### src/mbet_pkg.sv
`timescale 1ns / 1ps
`default_nettype none

package mbet_pkg;

    localparam int ROW_W      = 10;
    localparam int COL_W      = 11;
    localparam int COORD_W    = 32;
    localparam int STEP_W     = 29;
    localparam int CNT_W      = 16;
    localparam int SQ_W       = 34;
    localparam int FRAC       = 28;
    localparam int CFG_IDX_W  = 3;
    localparam int CFG_DATA_W = 32;
    localparam int SAT_W      = 42;

    localparam int Q_DEPTH = 2;
    localparam int Q_AW    = 1;
    localparam int Q_CW    = 2;

    typedef logic signed [COORD_W-1:0] coord_t;

    localparam coord_t COORD_MAX = 32'sh7FFF_FFFF;
    localparam coord_t COORD_MIN = 32'sh8000_0000;

    localparam logic [SQ_W-1:0] SQ_MAX = 34'h3_FFFF_FFFF;
    localparam logic [SQ_W:0]   BAIL   = 35'h0_4000_0000;

    localparam coord_t WIN_LO  = -32'sd536870912;
    localparam coord_t WIN_HI  = 32'sd536870912;
    localparam coord_t XD_OFF  = 32'sh0400_0000;
    localparam coord_t XP_OFF  = 32'sh1000_0000;
    localparam logic [35:0] BULB_R2 = 36'h0_0100_0000;

    localparam coord_t           RST_ORIGIN_RE = 32'shD800_0000;
    localparam coord_t           RST_ORIGIN_IM = 32'shF000_0000;
    localparam logic [STEP_W-1:0] RST_STEP_RE  = 29'd489335;
    localparam logic [STEP_W-1:0] RST_STEP_IM  = 29'd497102;
    localparam logic [CNT_W-1:0]  RST_LIMIT    = 16'd1000;

    typedef enum logic [CFG_IDX_W-1:0] {
        CFG_ORIGIN_RE = 3'd0,
        CFG_ORIGIN_IM = 3'd1,
        CFG_STEP_RE   = 3'd2,
        CFG_STEP_IM   = 3'd3,
        CFG_ITER_LIM  = 3'd4
    } cfg_idx_t;

    typedef struct packed {
        coord_t              origin_re;
        coord_t              origin_im;
        logic [STEP_W-1:0]   step_re;
        logic [STEP_W-1:0]   step_im;
        logic [CNT_W-1:0]    iteration_limit;
    } cfg_t;

    typedef struct packed {
        coord_t c_re;
        coord_t c_im;
        logic   in_region;
    } item_t;

    typedef enum logic [2:0] {
        F_IDLE,
        F_MULC,
        F_SUMC,
        F_SQR,
        F_QSUM,
        F_LHS,
        F_PUSH
    } front_state_t;

    typedef enum logic [1:0] {
        B_IDLE,
        B_EVAL,
        B_MUL,
        B_DONE
    } back_state_t;

    function automatic coord_t sat_coord(input logic signed [SAT_W-1:0] v);
        logic [SAT_W-COORD_W:0] upper;
        coord_t                 r;
        upper = v[SAT_W-1:COORD_W-1];
        if ((&upper) || (~|upper))
        begin
            r = v[COORD_W-1:0];
        end
        else if (v[SAT_W-1])
        begin
            r = COORD_MIN;
        end
        else
        begin
            r = COORD_MAX;
        end
        return r;
    endfunction

endpackage

`default_nettype wire

### src/mbet_fifo.sv
`timescale 1ns / 1ps
`default_nettype none

module mbet_fifo
    import mbet_pkg::*;
(
    input  wire logic  clk,
    input  wire logic  rst_n,
    input  wire logic  wr_en,
    input  wire item_t wr_data,
    output logic       full,
    input  wire logic  rd_en,
    output item_t      rd_data,
    output logic       empty
);

    item_t             mem [Q_DEPTH];
    logic [Q_AW-1:0]   wr_ptr_reg;
    logic [Q_AW-1:0]   rd_ptr_reg;
    logic [Q_CW-1:0]   cnt_reg;
    logic              do_wr;
    logic              do_rd;

    assign full    = (cnt_reg == Q_CW'(Q_DEPTH));
    assign empty   = (cnt_reg == '0);
    assign do_wr   = wr_en && !full;
    assign do_rd   = rd_en && !empty;
    assign rd_data = mem[rd_ptr_reg];

    always_ff @(posedge clk or negedge rst_n)
    begin
        if (!rst_n)
        begin
            wr_ptr_reg <= '0;
            rd_ptr_reg <= '0;
            cnt_reg    <= '0;
        end
        else
        begin
            if (do_wr)
            begin
                wr_ptr_reg <= wr_ptr_reg + 1'b1;
            end
            if (do_rd)
            begin
                rd_ptr_reg <= rd_ptr_reg + 1'b1;
            end
            if (do_wr && !do_rd)
            begin
                cnt_reg <= cnt_reg + 1'b1;
            end
            else if (do_rd && !do_wr)
            begin
                cnt_reg <= cnt_reg - 1'b1;
            end
        end
    end

    always_ff @(posedge clk)
    begin
        if (do_wr)
        begin
            mem[wr_ptr_reg] <= wr_data;
        end
    end

`ifndef NO_ASSERTIONS
    a_cnt_bound: assert property (@(posedge clk) disable iff (!rst_n)
        cnt_reg <= Q_CW'(Q_DEPTH))
        else $error("queue occupancy exceeds its depth");
`endif

endmodule

`default_nettype wire

### config.mk
export PLATFORM = sky130hd
export DESIGN_NAME = mbet_fifo
export DESIGN_NICKNAME = d
export VERILOG_FILES = /design/src/mbet_pkg.sv /design/src/mbet_fifo.sv
export SDC_FILE = /design/constraint.sdc
export NUM_CORES = 1
export LEC_CHECK = 0
export ABC_AREA = 1
export CORE_AREA = 2 2 103 105
export CTS_BUF_LIST = sky130_fd_sc_hd__clkbuf_8 sky130_fd_sc_hd__clkbuf_16
export DETAILED_ROUTE_END_ITERATION = 7
export DIE_AREA = 0 0 105 107
export DONT_BUFFER_PORTS = 1
export PLACE_DENSITY = 0.68
export SLEW_MARGIN = 20
export SYNTH_ARGS = -nofsm -noshare
export SYNTH_HDL_FRONTEND = slang
export SYNTH_SLANG_ARGS = --single-unit
### constraint.sdc
create_clock -name clk -period 6.9 [get_ports clk]
set_clock_uncertainty 0.15 [all_clocks]
set_input_delay 0.69 -clock clk [delete_from_list [all_inputs] [get_ports clk]]
set_output_delay 0.69 -clock clk [all_outputs]
set_load 0.01 [all_outputs]
==> flow_summary_export.csv, run 1 <==
group,metric,value,unit
run_status,status,"completed",
timing,final-max-slew-violation-count,0,
power_and_ir_drop,power_leakage,2.191,nW
timing,rsz0062_at_grt,"false",
placement,port_buffers,0,
floorplan,core,0.01009,mm²
finish,diodes,0,
floorplan,die_area,0.01124,mm²
grt,antenna_found_initial,0,
power_and_ir_drop,clock_power_share,0.316,
finish,largest_reg_flops,130,
logic_synthesis,synth.cell_area,0.004947,mm²
logic_synthesis,yosys_register_bits,134,
critical_path,r2r_setup_slack,4720,ps
power_and_ir_drop,p_int,1.742,mW
clock_network,cts_buffers,17,
critical_path,critical_path_class,"flip-flop to output port",
power_and_ir_drop,sw_frac_of_total,0.3300,
clock_network,clock-root-buffer,"clkbuf_8",
timing,finalSetupViolCount,0,
timing,hold_viol_final,0,
timing,fmax,349.4,MHz
finish,utilization,0.5579,
clock_network,cts_tree,"built",
timing,tightest_slew,925.8,ps
clock_network,clk_latency,510,ps
timing,slew_headroom,0.3828,
power_and_ir_drop,ir_worst_vdd,224.3,µV
flow_run,drv_cap,0,
drt,drtIter0Drc,121,
grt,track_usage,0.1611,
critical_path,end_kind,"output port",
power_and_ir_drop,combPwrFrac,0.238,
critical_path,startpoint_type,"flip-flop",
critical_path,crit_top_cell,"nand2_1",
floorplan,die_h,107,µm
drt,num_vias,2620,
floorplan,rows,37,
finish,nets,450,
timing,finalCriticalPeriod,2862,ps
drt,drt_pre_antenna_iters,5,
clock_network,clock-sinks,134,
drt,drc,0,
grt,grt_start_max_net_pins,67,
critical_path,crit_chain,"clkinv_2 -> nand2_1 -> nand2_1",
clock_network,clock_path_buffers,2,
critical_path,required,6060,ps
drt,wire_per_inst,16.61,µm
critical_path,path_max_fanout,66,
timing,fin_crit_sh,0.4148,
placement,dp_hpwl,5237,µm
finish,area_growth,13.81,%
power_and_ir_drop,powerDensity,461.8,mW/mm²
floorplan,io_pins,136,
critical_path,cp_slowest_cell,"clkinv_2",
critical_path,reg2reg_to,"mem[1][49]",
placement,gp_congestion,0.7033,
logic_synthesis,syn_inst,371,
timing,worst_slack,4038,ps
drt,routed_wl,8785,µm
power_and_ir_drop,seqPwrFrac,0.447,
critical_path,ff2ff_path_depth,3,
worst_hold_path,hold_end,"mem[0][34]",
grt,grt-ovfl-total,0,
floorplan,die_w,105,µm
finish,postLayoutCellArea,0.005630,mm²
grt,grt_pass1_wl,13230,µm
critical_path,critical_path.top_delay_family,"buffers and inverters",
floorplan,initial_utilization,0.4902,
power_and_ir_drop,p_total,2.600,mW
critical_path,cp_num_buf_inv,1,
clock_network,htree_levels,4,
critical_path,crit_arrival,2020,ps
critical_path,r2r_start,"cnt_reg[0]",
logic_synthesis,ys_warn_count,0,
placement,pre_cts_ws,4462,ps
drt,antenna_left,0,
worst_hold_path,worstHoldStart,"wr_data[34]",
finish,drive_above_1_share,0.08651,
power_and_ir_drop,p_switching,0.8580,mW
logic_synthesis,synth_nets,441,
placement,placed_area,0.005066,mm²
worst_hold_path,min_path_cells,0,
logic_synthesis,seq_area_frac_synth,0.8093,
clock_network,cts_resized,0,
drt,via_per_inst,4.953,
timing,fin_setup_tns,0,ps
critical_path,worst_path_largest_cell_delay,680,ps
clock_network,path_clk_slew,60,ps
logic_synthesis,syn_area_per_cell,13.33,µm²
worst_hold_path,hold_class,"input port to flip-flop",
logic_synthesis,ys_types,14,
grt,grt_pass1_vias,2634,
-- power by group through the flow --
stage               sequential, mW  clock, mW  combinational [mW]
floorplan                     1.18          0               0.509
global placement              1.17          0               0.627
detailed placement            1.18          0               0.639
CTS                           1.16      0.844               0.640
global route                  1.18      0.873               0.695
finish                        1.16      0.821               0.618
-- repair_timing --
action / CTS / global route
hold buffers: 1 / 0
setup buffers: 0 / 0
hold endpoints to repair: 4 / 0
-- cell families (layout without fill, tap and decap cells) --
family,after synthesis,count (layout),share of synthesized area
compound gates,2,2,0.002023
fa+ha+maj,1,1,0.002529
simple gates,211,211,0.1616
buf+inv,22,44,0.02276
xor+xnor,1,1,0.001771
flops,134,134,0.8093
-- per-layer routing --
metal,global-route usage,vias up,wire [µm]
met3,0.07660,9,700
met1,0.1684,1258,3282
met2,0.2769,87,4698
met5,0,-,0
li1,-,1266,-
met4,0.07143,0,104
-- through the flow --
step,hold slack (ps),cells
2_1_floorplan,244.4,371
3_3_place_gp,244.7,496
3_5_place_dp,244.7,496
4_1_cts,86.53,529
5_1_grt,85.73,529
6_report,122.0,529
-- cells in the final DEF (no fill, tap or decap), drive strengths merged --
cell type	instances
bufinv	2
ha	1
inv	7
edfxtp	130
dlygate4sd3	1
nand2	204
clkinv	9
o21ai	2
nand3	1
nor2	4
buf	3
xnor2	1
clkinvlp	5
dfrtp	4
nand3b	1
nand4	1
clkbuf	17
-- layout make-up --
cell class	count	area (µm²)
Sequential cell	134	4005
Multi-Input combinational cell	215	838.3
Timing Repair Buffer	4	32.53
Clock buffer	17	414.1
Inverter	8	31.28
Clock inverter	15	138.9
Fill cell	838	4462
Tap cell	136	170.2
-- worst max path at each step --
| stage | startpoint | endpoint | slack, ps | cells after the start |
|---|---|---|---|---|
| floorplan | wr_en | mem[1][0] | 2750 | 2 |
| global route | rd_ptr_reg | rd_data[57] | 3820 | 3 |
| finish | rd_ptr_reg | rd_data[11] | 4040 | 3 |
| detailed placement | rd_ptr_reg | rd_data[11] | 4460 | 3 |
| CTS | rd_ptr_reg | rd_data[11] | 3890 | 3 |
| global placement | rd_ptr_reg | rd_data[39] | 4520 | 3 |
-- cell usage after synthesis --
library cell	n	area, µm²
buf_2	9	45.04
buf_4	5	37.54
dfrtp_1	4	100.1
edfxtp_1	130	3904
ha_1	1	12.51
inv_1	7	26.28
inv_2	1	3.750
nand2_1	204	765.7
nand3_1	1	5.000
nand3b_1	1	7.510
nand4_1	1	6.260
nor2_1	4	15.01
o21ai_0	2	10.01
xnor2_1	1	8.760
Power figures use the tool's default switching activity.
==> run 2, diff against run 1 <==
- clock period: 6.9 -> 2.9 ns (I/O delays scaled with it)
==> run 2 against run 1 <==
Net effect: via count up 11%; total power grew to 2.6 times the previous value; critical path depth unchanged; combinational power grew to 2.6 times the previous value; sequential share of layout area decreased by 9.1 points; die area unchanged; critical path type unchanged; largest cell class unchanged.
==> flow_summary_export.csv, run 2 (same netlist as run 1, synthesis figures left out) <==
group,metric,value,unit
drt,drt_pre_antenna_iters,4,
timing,fin_crit_sh,0.7657,
grt,grt_pass1_wl,14810,µm
finish,utilization,0.6396,
run_status,status,"completed",
critical_path,required,2460,ps
critical_path,end_kind,"output port",
finish,nets,520,
critical_path,crit_top_cell,"nand2_1",
finish,diodes,0,
critical_path,path_max_fanout,66,
floorplan,io_pins,136,
drt,drtIter0Drc,172,
clock_network,cts_buffers,17,
worst_hold_path,worstHoldStart,"wr_data[23]",
power_and_ir_drop,powerDensity,1039,mW/mm²
placement,port_buffers,0,
timing,slew_headroom,0.5102,
drt,antenna_left,0,
critical_path,crit_start,"rd_ptr_reg",
finish,seq_area,0.004005,mm²
finish,largest_reg_flops,130,
grt,grt-ovfl-total,0,
timing,fmax,450.3,MHz
critical_path,startpoint_type,"flip-flop",
clock_network,htree_levels,4,
timing,finalCriticalPeriod,2221,ps
power_and_ir_drop,power_leakage,2.556,nW
placement,gp_congestion,0.6843,
critical_path,crit_chain,"buf_4 -> nand2_1 -> nand2_1",
timing,finalSetupViolCount,0,
timing,tightest_slew,734.7,ps
finish,multi_input_area,838.3,µm²
floorplan,initial_utilization,0.4902,
floorplan,die_w,105,µm
drt,num_vias,2896,
clock_network,path_clk_slew,60,ps
grt,grt_pass1_vias,2977,
finish,layout_commonest_cell,"nand2_1",
power_and_ir_drop,ir_worst_vdd,474.3,µV
finish,area_growth,30.48,%
drt,wire_per_inst,15.94,µm
critical_path,r2r_start,"cnt_reg[0]",
finish,n_fill_cell,765,
flow_run,drv_cap,0,
timing,rsz0062_at_grt,"false",
timing,final-max-slew-violation-count,0,
clock_network,cts_tree,"built",
clock_network,clock_path_buffers,2,
clock_network,postCtsSetupRepairBufs,0,
clock_network,clk_latency,510,ps
placement,dp_hpwl,5490,µm
clock_network,clock-sinks,134,
critical_path,crit_arrival,1780,ps
floorplan,rows,37,
floorplan,die_h,107,µm
drt,drc,0,
clock_network,clock-root-buffer,"clkbuf_8",
grt,grt_start_max_net_pins,67,
critical_path,worst_path_largest_cell_delay,550,ps
critical_path,critical_path_class,"flip-flop to output port",
critical_path,cp_slowest_cell,"buf_4",
timing,fin_setup_tns,0,ps
finish,final_cell_mix,"204 x nand2_1, 130 x edfxtp_1, 69 x dlygate4sd3_1",
grt,antenna_found_initial,0,
worst_hold_path,hold_class,"input port to flip-flop",
grt,track_usage,0.1767,
finish,drive_above_1_share,0.08225,
timing,hold_viol_final,0,
drt,routed_wl,9535,µm
floorplan,core,0.01009,mm²
drt,via_per_inst,4.843,
floorplan,die_area,0.01124,mm²
==> run 2: cell count changes in the layout (fill, tap and decap cells not counted), moves of 3 or more <==
cell           delta
clkinvlp_4        -4
clkinv_1          -3
buf_12            +3
dlygate4sd3_1    +68
bufinv_16         +4
==> run 2: worst paths after layout <==
path | cells after the start | slack (ps) | end
worst min register to register | 2 | 330 | wr_ptr_reg
min in group asynchronous | 2 | 470 | cnt_reg[0]
worst min-delay path | 1 | 280 | mem[1][23]
worst max register to register | 3 | 900 | mem[1][34]
worst max-delay path | 3 | 680 | rd_data[24]
max in group asynchronous | 2 | 1930 | rd_ptr_reg
==> run 2: critical path, delay by kind of cell (launching register included) <==
family / cells / cell delay [ps]
AND/OR/NAND/NOR: 2 / 280
flip-flops: 1 / 360
buffers and inverters: 1 / 550
==> run 2: metrics by stage <==
stage                     power [mW]  hold slack [ps]  cells  area (µm²)  setup slack, ps
after floorplan                4.003           -155.6    371        4950            52.78
after global placement         4.323           -155.3    498        5119            978.7
after detailed placement       4.378           -155.3    498        5119            873.9
after CTS                      6.784            242.2    598        6455            630.2
after global routing           7.055            257.1    598        6455            548.1
final                          6.707            278.1    598        6455            679.4
==> run 2: what timing repair did <==
action,4_1_cts,5_1_grt
endpoints found under the hold margin,137,0
gates resized for setup,0,0
hold buffers,69,0
==> run 2: power breakdown <==
part | switching [mW] | total, mW | leakage, nW | internal [mW]
clock network | 0.760 | 2.32 | 0.313 | 1.56
logic | 1.23 | 1.63 | 0.987 | 0.398
registers | 0.114 | 2.76 | 1.26 | 2.64
total | 2.11 | 6.71 | 2.56 | 4.60
==> run 2: per-layer routing <==
layer / vias up / GRT usage / part of all wire
met2: 101 / 0.3029 / 0.53
met3: 8 / 0.06444 / 0.063
li1: 1409 / - / -
met4: 0 / 0.08571 / 0.013
met1: 1378 / 0.1956 / 0.40
met5: - / 0 / 0
==> run 2: cell type report <==
type	instances	area share
Clock buffer	17	0.06416
Multi-Input combinational cell	215	0.1299
Clock inverter	14	0.03586
Inverter	8	0.004652
Tap cell	136	0.02636
Timing Repair Buffer	74	0.1186
Sequential cell	134	0.6205
